[src/sv/sbm_pkg.sv]
`default_nettype none

package sbm_pkg;

    // register select codes, address bits 14:13
    localparam logic [1:0] REG_CTRL = 2'd0;
    localparam logic [1:0] REG_CHR0 = 2'd1;
    localparam logic [1:0] REG_CHR1 = 2'd2;
    localparam logic [1:0] REG_PRG  = 2'd3;

    localparam int unsigned NUM_REGS    = 4;
    localparam int unsigned SHIFT_BITS  = 5;
    localparam logic [4:0]  CTRL_RESET  = 5'h1F;
    localparam logic [4:0]  CTRL_FORCE  = 5'h0C;
    localparam logic [2:0]  SHIFT_LAST  = 3'd4;

    // mirroring codes
    localparam logic [1:0] MIRROR_VERT = 2'd0;
    localparam logic [1:0] MIRROR_ONE  = 2'd2;

    localparam logic [7:0] PRG_LAST_0 = 8'hFE;
    localparam logic [7:0] PRG_LAST_1 = 8'hFF;

    // bank state seen by the cartridge
    typedef struct packed {
        logic [3:0][7:0] prg_bank;
        logic            chr_split_mode;
        logic [4:0]      chr_bank_low;
        logic [4:0]      chr_bank_high;
        logic [1:0]      mirror_code;
    } t_banks;

    typedef logic [NUM_REGS-1:0][4:0] t_regs;

    // bank state after reset
    function automatic t_banks banks_reset();
        t_banks b;
        b.prg_bank       = {PRG_LAST_1, PRG_LAST_0, 8'd1, 8'd0};
        b.chr_split_mode = 1'b0;
        b.chr_bank_low   = 5'd0;
        b.chr_bank_high  = 5'd0;
        b.mirror_code    = MIRROR_VERT;
        return b;
    endfunction

    // bank numbers, chr banking and mirroring from the four registers
    function automatic t_banks recompute(input t_regs regs, input logic prg_512k);
        t_banks     b;
        logic [4:0] ctrl;
        logic [4:0] prg;
        logic [7:0] offset;
        logic [7:0] base32;
        logic [7:0] base16;
        ctrl   = regs[REG_CTRL];
        prg    = regs[REG_PRG];
        offset = prg_512k ? {2'b00, regs[REG_CHR0][4], 5'b00000} : 8'd0;
        base32 = {3'b000, prg[3:1], 2'b00} + offset;
        base16 = {3'b000, prg[3:0], 1'b0} + offset;

        // mirroring
        if (ctrl[1]) begin
            b.mirror_code = {1'b0, ~ctrl[0]};
        end else begin
            b.mirror_code = MIRROR_ONE;
        end

        // prg banking mode
        if (!ctrl[3]) begin
            b.prg_bank = {base32 + 8'd3, base32 + 8'd2, base32 + 8'd1, base32};
        end else if (ctrl[2]) begin
            b.prg_bank = {PRG_LAST_1, PRG_LAST_0, base16 + 8'd1, base16};
        end else begin
            b.prg_bank = {base16 + 8'd1, base16, 8'd1, 8'd0};
        end

        // chr banking
        if (ctrl[4]) begin
            b.chr_split_mode = 1'b1;
            b.chr_bank_low   = regs[REG_CHR0];
            b.chr_bank_high  = regs[REG_CHR1];
        end else begin
            b.chr_split_mode = 1'b0;
            b.chr_bank_low   = {1'b0, regs[REG_CHR0][4:1]};
            b.chr_bank_high  = 5'd0;
        end
        return b;
    endfunction

endpackage

`default_nettype wire

[src/sv/sbm_in_if.sv]
`default_nettype none

// bus write channel
interface sbm_in_if;
    logic        valid;
    logic        ready;
    logic [15:0] bus_address;
    logic [7:0]  bus_data;

    modport source (output valid, output bus_address, output bus_data, input ready);
    modport sink   (input valid, input bus_address, input bus_data, output ready);
endinterface

`default_nettype wire

[src/sv/sbm_out_if.sv]
`default_nettype none

// bank result channel
interface sbm_out_if;
    logic       valid;
    logic       ready;
    logic [7:0] prg_bank_0;
    logic [7:0] prg_bank_1;
    logic [7:0] prg_bank_2;
    logic [7:0] prg_bank_3;
    logic       chr_split_mode;
    logic [4:0] chr_bank_low;
    logic [4:0] chr_bank_high;
    logic [1:0] mirror_code;
    logic       committed;

    modport source (
        output valid, output prg_bank_0, output prg_bank_1, output prg_bank_2,
        output prg_bank_3, output chr_split_mode, output chr_bank_low,
        output chr_bank_high, output mirror_code, output committed, input ready
    );
    modport sink (
        input valid, input prg_bank_0, input prg_bank_1, input prg_bank_2,
        input prg_bank_3, input chr_split_mode, input chr_bank_low,
        input chr_bank_high, input mirror_code, input committed, output ready
    );
endinterface

`default_nettype wire

[src/sv/serial_bank_mapper_controller.sv]
`default_nettype none

// Serial bank-select controller. Every bus write beat yields exactly one result
// beat holding the current PRG, CHR and mirroring state and a committed flag.
// Bit 0 of each write shifts into a five-bit shifter, LSB first; the fifth bit
// commits it to the register picked by address bits 14:13. A write with bit 7
// set forces control bits 3:2 on and commits at once. The block takes one write
// per cycle: the update is one pass of logic from the state registers into the
// result register, and a new write is taken whenever the result register is
// empty or being drained in the same cycle. i_cfg_wdata
// (the 512K PRG flag) may only change while no beat is in flight.
module serial_bank_mapper_controller (
    input  wire logic  i_clk,
    input  wire logic  i_rst_n,
    input  wire logic  i_cfg_we,
    input  wire logic  i_cfg_wdata,
    sbm_in_if.sink     i_in,
    sbm_out_if.source  o_out
);

    logic              r_prg_512k;
    logic [2:0]        r_shift_count;
    logic [4:0]        r_shift_value;
    sbm_pkg::t_regs    r_regs;
    sbm_pkg::t_banks   r_banks;
    logic              r_out_valid;
    sbm_pkg::t_banks   r_out_banks;
    logic              r_out_committed;

    logic              in_fire;
    logic [1:0]        sel;
    logic [4:0]        shifted;
    logic              commit;
    logic [2:0]        n_shift_count;
    logic [4:0]        n_shift_value;
    sbm_pkg::t_regs    n_regs;
    sbm_pkg::t_banks   n_banks;

    assign i_in.ready = !r_out_valid || o_out.ready;
    assign in_fire    = i_in.valid && i_in.ready;
    assign sel        = i_in.bus_address[14:13];

    // shifter and register update for one write beat
    always_comb begin
        shifted       = r_shift_value | (5'(i_in.bus_data[0]) << r_shift_count);
        n_regs        = r_regs;
        n_shift_count = r_shift_count + 3'd1;
        n_shift_value = shifted;
        commit        = 1'b0;
        if (i_in.bus_data[7]) begin
            n_regs[sbm_pkg::REG_CTRL] = r_regs[sbm_pkg::REG_CTRL] | sbm_pkg::CTRL_FORCE;
            commit = 1'b1;
        end else if (r_shift_count == sbm_pkg::SHIFT_LAST) begin
            n_regs[sel] = shifted;
            commit      = 1'b1;
        end
        if (commit) begin
            n_shift_count = 3'd0;
            n_shift_value = 5'd0;
            n_banks       = sbm_pkg::recompute(n_regs, r_prg_512k);
        end else begin
            n_banks = r_banks;
        end
    end

    // configuration register
    always_ff @(posedge i_clk) begin
        if (!i_rst_n) begin
            r_prg_512k <= 1'b0;
        end else if (i_cfg_we) begin
            r_prg_512k <= i_cfg_wdata;
        end
    end

    // mapper state
    always_ff @(posedge i_clk) begin
        if (!i_rst_n) begin
            r_shift_count <= 3'd0;
            r_shift_value <= 5'd0;
            r_regs        <= {5'd0, 5'd0, 5'd0, sbm_pkg::CTRL_RESET};
            r_banks       <= sbm_pkg::banks_reset();
        end else if (in_fire) begin
            r_shift_count <= n_shift_count;
            r_shift_value <= n_shift_value;
            r_regs        <= n_regs;
            r_banks       <= n_banks;
        end
    end

    // result register
    always_ff @(posedge i_clk) begin
        if (!i_rst_n) begin
            r_out_valid <= 1'b0;
        end else if (in_fire) begin
            r_out_valid <= 1'b1;
        end else if (o_out.ready) begin
            r_out_valid <= 1'b0;
        end
    end

    always_ff @(posedge i_clk) begin
        if (in_fire) begin
            r_out_banks     <= n_banks;
            r_out_committed <= commit;
        end
    end

    assign o_out.valid          = r_out_valid;
    assign o_out.prg_bank_0     = r_out_banks.prg_bank[0];
    assign o_out.prg_bank_1     = r_out_banks.prg_bank[1];
    assign o_out.prg_bank_2     = r_out_banks.prg_bank[2];
    assign o_out.prg_bank_3     = r_out_banks.prg_bank[3];
    assign o_out.chr_split_mode = r_out_banks.chr_split_mode;
    assign o_out.chr_bank_low   = r_out_banks.chr_bank_low;
    assign o_out.chr_bank_high  = r_out_banks.chr_bank_high;
    assign o_out.mirror_code    = r_out_banks.mirror_code;
    assign o_out.committed      = r_out_committed;

endmodule

`default_nettype wire
[src/flat_wrapper.sv]
// flat-port wrapper written by rule: the top's interface ports become plain ports
module serial_bank_mapper_controller_flat 
  (i_clk, i_rst_n, i_cfg_we, i_cfg_wdata, i_in_valid, i_in_bus_address, i_in_bus_data, i_in_ready, o_out_valid, o_out_prg_bank_0, o_out_prg_bank_1, o_out_prg_bank_2, o_out_prg_bank_3, o_out_chr_split_mode, o_out_chr_bank_low, o_out_chr_bank_high, o_out_mirror_code, o_out_committed, o_out_ready);
  sbm_in_if i_in_i ();
  sbm_out_if o_out_i ();
  input  wire logic i_clk;
  input  wire logic i_rst_n;
  input  wire logic i_cfg_we;
  input  wire logic i_cfg_wdata;
  input wire logic [$bits(i_in_i.valid)-1:0] i_in_valid;
  input wire logic [$bits(i_in_i.bus_address)-1:0] i_in_bus_address;
  input wire logic [$bits(i_in_i.bus_data)-1:0] i_in_bus_data;
  output wire logic [$bits(i_in_i.ready)-1:0] i_in_ready;
  output wire logic [$bits(o_out_i.valid)-1:0] o_out_valid;
  output wire logic [$bits(o_out_i.prg_bank_0)-1:0] o_out_prg_bank_0;
  output wire logic [$bits(o_out_i.prg_bank_1)-1:0] o_out_prg_bank_1;
  output wire logic [$bits(o_out_i.prg_bank_2)-1:0] o_out_prg_bank_2;
  output wire logic [$bits(o_out_i.prg_bank_3)-1:0] o_out_prg_bank_3;
  output wire logic [$bits(o_out_i.chr_split_mode)-1:0] o_out_chr_split_mode;
  output wire logic [$bits(o_out_i.chr_bank_low)-1:0] o_out_chr_bank_low;
  output wire logic [$bits(o_out_i.chr_bank_high)-1:0] o_out_chr_bank_high;
  output wire logic [$bits(o_out_i.mirror_code)-1:0] o_out_mirror_code;
  output wire logic [$bits(o_out_i.committed)-1:0] o_out_committed;
  input wire logic [$bits(o_out_i.ready)-1:0] o_out_ready;
  assign i_in_i.valid = i_in_valid;
  assign i_in_i.bus_address = i_in_bus_address;
  assign i_in_i.bus_data = i_in_bus_data;
  assign i_in_ready = i_in_i.ready;
  assign o_out_valid = o_out_i.valid;
  assign o_out_prg_bank_0 = o_out_i.prg_bank_0;
  assign o_out_prg_bank_1 = o_out_i.prg_bank_1;
  assign o_out_prg_bank_2 = o_out_i.prg_bank_2;
  assign o_out_prg_bank_3 = o_out_i.prg_bank_3;
  assign o_out_chr_split_mode = o_out_i.chr_split_mode;
  assign o_out_chr_bank_low = o_out_i.chr_bank_low;
  assign o_out_chr_bank_high = o_out_i.chr_bank_high;
  assign o_out_mirror_code = o_out_i.mirror_code;
  assign o_out_committed = o_out_i.committed;
  assign o_out_i.ready = o_out_ready;
  serial_bank_mapper_controller u_core (.i_clk(i_clk), .i_rst_n(i_rst_n), .i_cfg_we(i_cfg_we), .i_cfg_wdata(i_cfg_wdata), .i_in(i_in_i), .o_out(o_out_i));
endmodule
[config.mk]
export PLATFORM = sky130hd
export DESIGN_NAME = serial_bank_mapper_controller_flat
export DESIGN_NICKNAME = d
export VERILOG_FILES = /design/src/sv/sbm_pkg.sv /design/src/sv/sbm_in_if.sv /design/src/sv/sbm_out_if.sv /design/src/sv/serial_bank_mapper_controller.sv /design/src/flat_wrapper.sv
export SDC_FILE = /design/constraint.sdc
export NUM_CORES = 1
export LEC_CHECK = 0
export BUFFER_PORTS_ARGS = -buffer_cell sky130_fd_sc_hd__buf_2
export CORE_ASPECT_RATIO = 0.9
export CORE_MARGIN = 4
export CORE_UTILIZATION = 30
export CTS_CLUSTER_SIZE = 40
export DETAILED_ROUTE_END_ITERATION = 12
export PLACE_DENSITY = 0.47
export SKIP_CTS_REPAIR_TIMING = 1
export SYNTH_ARGS = -nofsm -noshare
export SYNTH_HDL_FRONTEND = slang
export SYNTH_SLANG_ARGS = --single-unit
[constraint.sdc]
create_clock -name i_clk -period 4 [get_ports i_clk]
set_clock_uncertainty 0.15 [all_clocks]
set_input_delay 0.6 -clock i_clk [delete_from_list [all_inputs] [get_ports i_clk]]
set_output_delay 0.6 -clock i_clk [all_outputs]
set_load 0.005 [all_outputs]
==> run_results.csv, run 1 <==
group,metric,value,unit
detailed_routing,dr.pass1.iters,4,
global_routing,antenna_found_initial,0,
die,dieHeight,128.8,µm
sta,layout_setup_ws,1.151,ns
worst_setup_path,cp_max_fo,7,
worst_setup_path,critPathTopFamily,"multiplexers",
clock_tree,clock-root-buffer,"clkbuf_16",
worst_setup_path,cp_data_arrival_time,2.94,ns
detailed_routing,drtIter0Drc,176,
yosys,mappedNetlistArea,4866,µm²
detailed_routing,wl,11040,µm
die,floorplan.die_area,18320,µm²
clock_tree,cts_buffer_depth,2,
worst_setup_path,required,4.09,ns
cells_and_area,fin_area,5934,µm²
global_routing,grt_pass1_vias,3454,
placed_design,place_area,5376,µm²
placed_design,dpl.hpwl,7188,µm
detailed_routing,vias,3482,
yosys,avgSynthCellArea,10.74,µm²
sta,hold_violations,0,
clock_tree,cts_sinks,120,
die,die_w,142.2,µm
cells_and_area,drive_gt1_share,23.09,%
die,core.rowCount,43,
placed_design,place.gp.congestion,0.7689,
cells_and_area,nFillCells,1531,
cells_and_area,antenna_cells,0,
clock_tree,h-tree-depth,4,
worst_hold_path,min_to,"u_core.r_prg_512k",
worst_hold_path,hp-class,"in2reg",
worst_setup_path,cp-end-kind,"register",
sta,fin_crit,2.849,ns
yosys,synth.top_cells.by_area,"dfxtp_1 (30%), edfxtp_1 (28%), nand2_1 (4.1%)",
yosys,synth-edff-count,46,
worst_setup_path,r2r-end,"u_core.o_out.chr_bank_low[0]",
status,outcome,"finished clean",
pwr,power_density,495.8,nW/µm²
clock_tree,numCtsBuffers,17,
cells_and_area,area_growth,21.96,%
sta,finalCritPeriodShare,71.22,%
detailed_routing,top_layer,"met4",
detailed_routing,vias_per_cell,4.796,
detailed_routing,drc,0,
sta,tns,0,ns
yosys,synth_common_cells,"dfxtp_1 (74), nand2_1 (53), edfxtp_1 (46), nor2_1 (46), o21ai_0 (30)",
cells_and_area,final_cells,726,
yosys,yosys.cell_count.top_type,"dfxtp_1",
worst_setup_path,rrSetupSlack,1.15,ns
worst_hold_path,min_from,"i_cfg_wdata",
yosys,netlist.area_leader.share,30.44,%
clock_tree,cts_tree,"built",
detailed_routing,wl_met2,4906,µm
detailed_routing,avgRoutedWirePerCell,15.21,µm
sta,worst_pin_slew,0.8068,ns
yosys,syn_inst,453,
worst_setup_path,path_class,"reg2reg",
worst_setup_path,crit_chain,"inv_1 > ha_1 > nand3b_2 > nor3_4 > mux2i_2 > mux2_2 > a21oi_1",
global_routing,grt_start_max_net_pins,63,
sta,maxSlewViolCount,0,
yosys,async_flop_share,0,%
yosys,synth_top_area_cell,"dfxtp_1",
yosys,yosysWarnings,0,
sta,grt_setup_unrepaired,"no",
sta,fmax,0.3510,GHz
worst_setup_path,cp_slowest_stage_delay,0.54,ns
global_routing,grt.overflow.total,0,
die,start_util,31.08,%
cells_and_area,fin_nets,543,
yosys,synth.lib_cells_used.distinct,58,
placed_design,io_buffers,57,
detailed_routing,postRouteAntennaNets,0,
yosys,ys_seq_elements,120,
global_routing,grt_pass1_wl,17960,µm
die,core_area,15660,µm²
clock_tree,worstSkewPairLatency,0.41,ns
worst_hold_path,hold_depth,3,
yosys,synthFlopType,"dfxtp_1",
run,max-cap-violations,0,
die,io_pins,78,
detailed_routing,wl_met1,5428,µm
global_routing,grt_util_all_layers,12.72,%
sta,slew_headroom,45.85,%
sta,finalSetupViolCount,0,
pwr,p_leak,2.299,nW
worst_setup_path,start_kind,"register",
placed_design,pre_cts_ws,1.090,ns
clock_tree,path_clk_slew,0.05,ns
pwr,ir_drop,0.3038,mV
placed_design,dpl.cell_count,694,
yosys,ys_seq_area_share,58.83,%
worst_setup_path,reg2reg_depth,7,
pwr,p_total,2.942,mW
yosys,synth_nets,485,
worst_setup_path,path_buf_inv,1,
worst_setup_path,slowest_stage,"mux2i_2",
worst_setup_path,timing.rr.start,"u_core.r_shift_count[0]",
detailed_routing,route.met3.wl,559,µm
-- stage by stage --
stage / hold slack [ns] / util, %
global route: 0.2845 / 37.90
finish: 0.2778 / 37.90
floorplan: 0.2559 / -
detailed placement: 0.2753 / 34.34
global placement: 0.2706 / 34.34
CTS: 0.2674 / 37.90
-- cell families (layout without fill, tap and decap cells) --
group | after synthesis | in the layout | share of synthesized area, %
simple gates | 148 | 148 | 14.48
flops | 120 | 120 | 58.83
compound gates | 115 | 115 | 16.25
buf+inv | 36 | 107 | 3.008
mux | 30 | 30 | 6.557
fa+ha+maj | 2 | 2 | 0.5142
xor+xnor | 2 | 2 | 0.3601
-- sequential cells by signal, summed over array words and instances, names as in the netlist, 2 cells and up --
signal,cells
u_core.r_regs,19
u_core.o_out.chr_bank_high,5
u_core.o_out.chr_bank_low,5
u_core.o_out.prg_bank_3,8
u_core.r_shift_count,3
u_core.o_out.mirror_code,2
u_core.r_banks,45
u_core.o_out.prg_bank_1,8
u_core.r_shift_value,5
u_core.o_out.prg_bank_2,8
u_core.o_out.prg_bank_0,8
-- worst max-delay path by stage --
stage,startpoint,endpoint,slack [ns],depth (start not counted)
floorplan,o_out_ready,u_core.o_out.chr_bank_high[0],0.94,4
global placement,i_in_bus_data[7],u_core.o_out.chr_bank_low[0],1.13,6
detailed placement,i_in_bus_data[7],u_core.o_out.chr_bank_high[0],1.09,6
CTS,u_core.r_shift_count[0],u_core.o_out.chr_bank_low[0],1.14,7
global route,u_core.r_shift_count[0],u_core.o_out.chr_bank_low[0],1.00,7
finish,u_core.r_shift_count[0],u_core.o_out.chr_bank_low[0],1.15,7
-- layer usage --
| metal | vias up | track usage [%] |
|---|---|---|
| li1 | 1743 | - |
| met1 | 1644 | 16.66 |
| met2 | 80 | 19.57 |
| met3 | 15 | 3.865 |
| met4 | 0 | 5.361 |
| met5 | - | 0 |
-- cell type report --
class / instances / area [µm²] / share of cell area [%]
clock inverters: 9 / 100.1 / 1.687
multi-input cells: 297 / 1871 / 31.52
flip-flops and latches: 120 / 2863 / 48.24
repair buffers: 67 / 360.3 / 6.072
clock buffers: 23 / 457.9 / 7.717
well taps: 202 / 252.7 / 4.259
inverters: 8 / 30.03 / 0.5060
-- worst min-delay path: stages --
cell     delay (ns)
buf_2          0.07
mux2i_1        0.06
nor2_1         0.07
-- where the power goes --
group	switching [mW]	total (mW)	leakage, nW	internal [mW]
logic	0.116	0.171	0.999	0.0547
registers	0.0152	1.33	1.04	1.31
clock network	0.520	1.44	0.264	0.925
total	0.651	2.94	2.30	2.29
-- placed cells by master, fill, tap and decap left out, types with 2 or more instances in the layout --
master	count
dfxtp_1	74
buf_2	57
nand2_1	53
edfxtp_1	46
nor2_1	45
o21ai_0	30
a21oi_1	25
mux2i_1	19
clkbuf_16	17
a21o_1	13
and3_1	11
and2_1	10
buf_4	10
mux2_2	9
o211ai_1	8
inv_1	6
o31ai_1	6
nand2b_1	5
nand3_1	5
clkbuf_1	5
a31o_2	3
a31oi_1	3
a211oi_1	3
or3_1	3
nor3_1	3
o211a_1	3
o41ai_2	3
clkinv_1	3
mux2i_2	2
inv_2	2
o21ai_1	2
nor3b_1	2
nor2_2	2
a32o_1	2
o22ai_1	2
ha_1	2
clkinvlp_4	2
bufinv_16	2
Note: power is estimated with default switching activity, not from simulation.
==> inputs of run 2 (changes only) <==
- ABC_AREA: unset -> 1
- PLACE_DENSITY: 0.47 -> 0.48
- clock period: 4 -> 2.3 ns (I/O delays scaled with it)
==> run_results.csv, run 2 <==
group,metric,value,unit
die,core_area,15660,µm²
cells_and_area,final_core_util,38.02,%
yosys,synth-edff-count,46,
worst_setup_path,r2r-end,"u_core.o_out.prg_bank_1[2]",
global_routing,grt_util_all_layers,12.44,%
global_routing,grt.overflow.total,0,
cells_and_area,area_growth,22.60,%
cells_and_area,reg_top3,"u_core.r_banks: 45 flops, u_core.r_regs: 19 flops",
clock_tree,cts_buffer_depth,2,
die,floorplan.die_area,18290,µm²
yosys,synthFlopType,"dfxtp_1",
detailed_routing,drtIter0Drc,227,
worst_hold_path,hp-class,"in2reg",
cells_and_area,fin_nets,654,
clock_tree,path_clk_slew,0.05,ns
sta,fin_crit,2.081,ns
global_routing,antenna_found_initial,0,
worst_setup_path,cp_data_arrival_time,2.08,ns
worst_hold_path,min_from,"i_cfg_wdata",
yosys,synth_top_area_cell,"dfxtp_1",
yosys,ys_seq_area_share,58.95,%
detailed_routing,vias_per_cell,4.456,
worst_hold_path,hold_depth,3,
yosys,ys_seq_elements,120,
yosys,synth_nets,583,
cells_and_area,final_common_cell,"nand2_1",
yosys,async_flop_share,0,%
sta,slew_headroom,65.40,%
worst_setup_path,path_class,"reg2reg",
cells_and_area,antenna_cells,0,
cells_and_area,final_cells,837,
global_routing,busiest_layer,"met2",
yosys,synth_common_cells,"nand2_1 (160), dfxtp_1 (74), inv_1 (63)",
global_routing,grt_pass1_vias,3585,
detailed_routing,drc,0,
global_routing,grt_start_max_net_pins,45,
cells_and_area,regMostFlops,"u_core.r_banks",
yosys,mappedNetlistArea,4856,µm²
pwr,ir_drop,0.4954,mV
pwr,power_density,860.3,nW/µm²
yosys,syn_inst,551,
worst_hold_path,min_to,"u_core.r_prg_512k",
worst_setup_path,start_kind,"register",
sta,hold_violations,0,
pwr,p_leak,2.650,nW
die,dieHeight,128.7,µm
worst_setup_path,crit_start,"u_core.r_shift_count[1]",
worst_setup_path,cp-end-kind,"register",
global_routing,grtUsageMet3,4.051,%
die,die_w,142.1,µm
placed_design,dpl.hpwl,7546,µm
detailed_routing,avgRoutedWirePerCell,12.71,µm
detailed_routing,wl,10640,µm
sta,maxSlewViolCount,0,
status,outcome,"finished clean",
placed_design,dpl.cell_count,805,
run,max-cap-violations,0,
worst_setup_path,reg2reg_depth,13,
placed_design,place.gp.congestion,0.8147,
die,core.rowCount,43,
die,io_pins,78,
worst_setup_path,rrSetupSlack,0.22,ns
cells_and_area,drive_gt1_share,20.94,%
placed_design,io_buffers,57,
worst_setup_path,required,2.30,ns
sta,finalSetupViolCount,0,
detailed_routing,dr.pass1.iters,4,
die,start_util,31.02,%
clock_tree,worstSkewPairLatency,0.41,ns
clock_tree,clock-root-buffer,"clkbuf_16",
yosys,yosysWarnings,0,
yosys,synth.top_cells.by_area,"dfxtp_1 (31%), edfxtp_1 (28%), nand2_1 (12%)",
detailed_routing,postRouteAntennaNets,0,
worst_setup_path,timing.rr.start,"u_core.r_shift_count[1]",
clock_tree,cts_sinks,120,
sta,grt_setup_unrepaired,"no",
cells_and_area,mostFrequentLayoutCells,"nand2_1 (160), dfxtp_1 (74), inv_1 (63)",
sta,fmax,0.4805,GHz
clock_tree,h-tree-depth,4,
detailed_routing,vias,3730,
worst_setup_path,cp_max_fo,8,
sta,worst_pin_slew,0.5191,ns
yosys,yosys.cell_count.top_type,"nand2_1",
global_routing,use_met1,16.78,%
cells_and_area,largest_reg_flops,45,
clock_tree,cts_tree,"built",
yosys,netlist.area_leader.share,30.51,%
yosys,synth.lib_cells_used.distinct,30,
global_routing,use_met2,18.60,%
clock_tree,numCtsBuffers,17,
sta,tns,0,ns
global_routing,grt_pass1_wl,17680,µm
sta,finalCritPeriodShare,90.49,%
yosys,avgSynthCellArea,8.813,µm²
## run 2: cell types whose count changed in the layout (fill, tap and decap cells not counted), moves of 7 or more
cell / change
nand2_1: +107
inv_1: +57
nand3_1: +21
mux2i_1: -19
nor2_1: -14
a21o_1: -13
and3_1: -11
o21ai_1: +11
and2_1: -9
mux2_2: -9
nand3_2: +9
nand2_2: +7
## run 2: cell type report
type,instances,area [µm²]
clock buffer,23,457.9
multi-input combinational,341,1653
tap,202,252.7
clock inverter,9,53.80
fill,1603,9703
inverter,70,262.8
sequential,120,2863
timing repair buffer,72,410.4
## run 2: worst max path at each step
stage                               endpoint  cells after the start
6_report          u_core.o_out.prg_bank_1[2]                     13
4_1_cts           u_core.o_out.prg_bank_1[2]                     13
3_3_place_gp      u_core.o_out.prg_bank_1[2]                     13
2_1_floorplan  u_core.o_out.chr_bank_high[0]                      4
3_5_place_dp      u_core.o_out.prg_bank_1[2]                     13
5_1_grt           u_core.o_out.prg_bank_0[2]                     13
## run 2: layer usage
metal,up-vias,wire (µm)
met3,16,555
met5,-,0
met2,59,4756
met1,1716,5131
met4,0,197
li1,1939,-
## run 2: worst max-delay path, cell delays in order (launching register included)
cell and delay (ns):
dfxtp_1 0.32, inv_1 0.08, ha_2 0.23, nand2_4 0.09, nor2_4 0.14, nand2_4 0.10
nand2_1 0.09, nand2_2 0.08, clkinv_1 0.06, nand2_1 0.04, nand2_1 0.17, inv_2 0.11
nand2_1 0.09, nand2_1 0.08
## run 2: cell families after synthesis
family	synth area share, %
AO/OA/AOI/OAI	10.62
adder cells (fa/ha/maj)	0.5152
AND/OR/NAND/NOR	22.52
flip-flops	58.95
buffers and inverters	7.395
## run 2: power by group
group | total [mW] | internal, mW | switching (mW) | leakage, nW
clock network | 2.28 | 1.39 | 0.892 | 0.250
logic | 0.461 | 0.161 | 0.300 | 1.35
registers | 2.38 | 2.34 | 0.0396 | 1.05
total | 5.12 | 3.89 | 1.23 | 2.65
## run 2: through the flow
| stage | total power, mW | hold WS [ns] | worst slack (ns) | area (µm²) |
|---|---|---|---|---|
| after floorplan | 2.716 | 0.2496 | 0.1220 | 4863 |
| after global placement | 2.876 | 0.2606 | 0.2248 | 5434 |
| after detailed placement | 2.892 | 0.2626 | 0.1977 | 5434 |
| after CTS | 5.190 | 0.05906 | 0.1911 | 5946 |
| after global routing | 5.345 | 0.07864 | 0.03344 | 5953 |
| final | 5.122 | 0.06167 | 0.2187 | 5953 |
==> inputs of run 3 (changes only) <==
- PLACE_DENSITY: 0.48 -> 0.56
==> run_results.csv, run 3 (synthesis gave the netlist of run 2 again) <==
group,metric,value,unit
placed_design,pre_cts_ws,0.1811,ns
pwr,ir_drop,0.6187,mV
clock_tree,numCtsBuffers,17,
sta,maxSlewViolCount,0,
detailed_routing,avgRoutedWirePerCell,12.83,µm
detailed_routing,dr.pass1.iters,5,
worst_setup_path,cp_data_arrival_time,2.26,ns
global_routing,antenna_found_initial,0,
worst_setup_path,path_class,"reg2reg",
cells_and_area,fin_area,6038,µm²
sta,finalSetupViolCount,0,
cells_and_area,fin_nets,653,
die,dieHeight,128.7,µm
worst_setup_path,start_kind,"register",
worst_setup_path,slowest_stage,"dfxtp_1",
die,core_area,15660,µm²
clock_tree,clock-root-buffer,"clkbuf_16",
pwr,power_density,914.9,nW/µm²
worst_setup_path,cp-end-kind,"register",
placed_design,dpl.hpwl,7536,µm
cells_and_area,mostFrequentLayoutCells,"nand2_1 (160), dfxtp_1 (74), inv_1 (63)",
clock_tree,cts_buffer_depth,2,
placed_design,place_area,5426,µm²
detailed_routing,drtIter0Drc,244,
die,core.rowCount,43,
sta,layout_setup_ws,0.2061,ns
clock_tree,cts_sinks,120,
sta,holdWs,0.06177,ns
sta,grt_setup_unrepaired,"no",
clock_tree,path_clk_slew,0.06,ns
sta,slew_headroom,66.23,%
placed_design,place.gp.congestion,0.8133,
detailed_routing,vias,3713,
worst_setup_path,crit_start,"u_core.r_shift_count[1]",
global_routing,grt_start_max_net_pins,48,
worst_hold_path,min_from,"i_cfg_wdata",
cells_and_area,drive_gt1_share,20.98,%
worst_setup_path,timing.rr.start,"u_core.r_shift_count[1]",
sta,fmax,0.4776,GHz
worst_setup_path,path_common_cell,"nand2_2",
die,start_util,31.02,%
cells_and_area,largest_reg_flops,45,
global_routing,grt_util_all_layers,12.45,%
worst_setup_path,crit_chain,"inv_1 > ha_1 > nand2_4 > nand2_2 > nand2_1 > nand2_2 > buf_4 > a211oi_1",
clock_tree,worstSkewPairLatency,0.41,ns
sta,hold_violations,0,
cells_and_area,area_growth,24.35,%
global_routing,grt_pass1_wl,17790,µm
sta,finalCritPeriodShare,91.04,%
clock_tree,cts_tree,"built",
clock_tree,h-tree-depth,4,
worst_hold_path,hp-class,"in2reg",
sta,tns,0,ns
run,max-cap-violations,0,
sta,worst_pin_slew,0.5031,ns
detailed_routing,vias_per_cell,4.441,
sta,fin_crit,2.094,ns
detailed_routing,drc,0,
die,io_pins,78,
worst_setup_path,cp_max_fo,13,
detailed_routing,wl,10730,µm
cells_and_area,antenna_cells,0,
worst_setup_path,cp_slowest_stage_delay,0.35,ns
cells_and_area,final_cells,836,
die,floorplan.die_area,18290,µm²
pwr,p_leak,2.696,nW
cells_and_area,reg_top3,"u_core.r_banks: 45 flops, u_core.r_regs: 19 flops",
placed_design,io_buffers,57,
global_routing,grt_pass1_vias,3615,
cells_and_area,regMostFlops,"u_core.r_banks",
die,die_w,142.1,µm
placed_design,dpl.cell_count,804,
detailed_routing,postRouteAntennaNets,0,
worst_setup_path,required,2.47,ns
global_routing,grt.overflow.total,0,
cells_and_area,final_common_cell,"nand2_1",
status,outcome,"finished clean",
==> run 3: cell types whose count changed in the layout (fill, tap and decap cells not counted), moves of 2 or more <==
cell,change
clkbuf_1,-3
clkinvlp_4,-2
bufinv_16,+3
clkinv_2,-3
clkinv_4,+3
==> run 3: path summary, 6_finish.rpt <==
kind	endpoint	cells past startpoint	slack [ns]
max	u_core.r_shift_value[0]	8	0.21
min	u_core.r_prg_512k	3	0.06
max reg2reg	u_core.r_shift_value[0]	8	0.21
min reg2reg	u_core.r_banks[21]	2	0.28
==> run 3: critical path: cells and delay by family, from the launching register on <==
kind / cells / cell delay [ns]
adders and majority gates: 1 / 0.25
AOI/OAI and AO/OA: 1 / 0.22
DFF: 1 / 0.35
and+or+nand+nor: 4 / 0.69
buffers and inverters: 2 / 0.34
==> run 3: final cells by class <==
class	instances	area [µm²]
clock buffers	21	460.4
clock inverters	11	148.9
fillers	1553	9618
inverters	70	265.3
multi-input cells	341	1645
flip-flops and latches	120	2863
well taps	202	252.7
repair buffers	71	402.9
==> run 3: power breakdown <==
part	switching [mW]	internal (mW)	leakage, nW
registers	0.0404	2.34	1.05
clock network	0.924	1.76	0.301
logic	0.300	0.159	1.34
total	1.26	4.26	2.70
==> run 3: metal layers <==
metal / routed length [µm] / global-route usage (%) / share of wire, % / vias up
li1: - / - / - / 1935
met1: 4844 / 15.42 / 45 / 1685
met2: 5015 / 19.54 / 47 / 83
met3: 686 / 4.311 / 6.4 / 10
met4: 181 / 5.869 / 1.7 / 0
met5: 0 / 0 / 0 / -
==> run 3: stage by stage <==
step	total power [mW]	utilization, %
global route	5.783	38.57
floorplan	2.716	-
detailed placement	2.886	34.66
finish	5.524	38.57
global placement	2.867	34.66
CTS	5.599	38.55
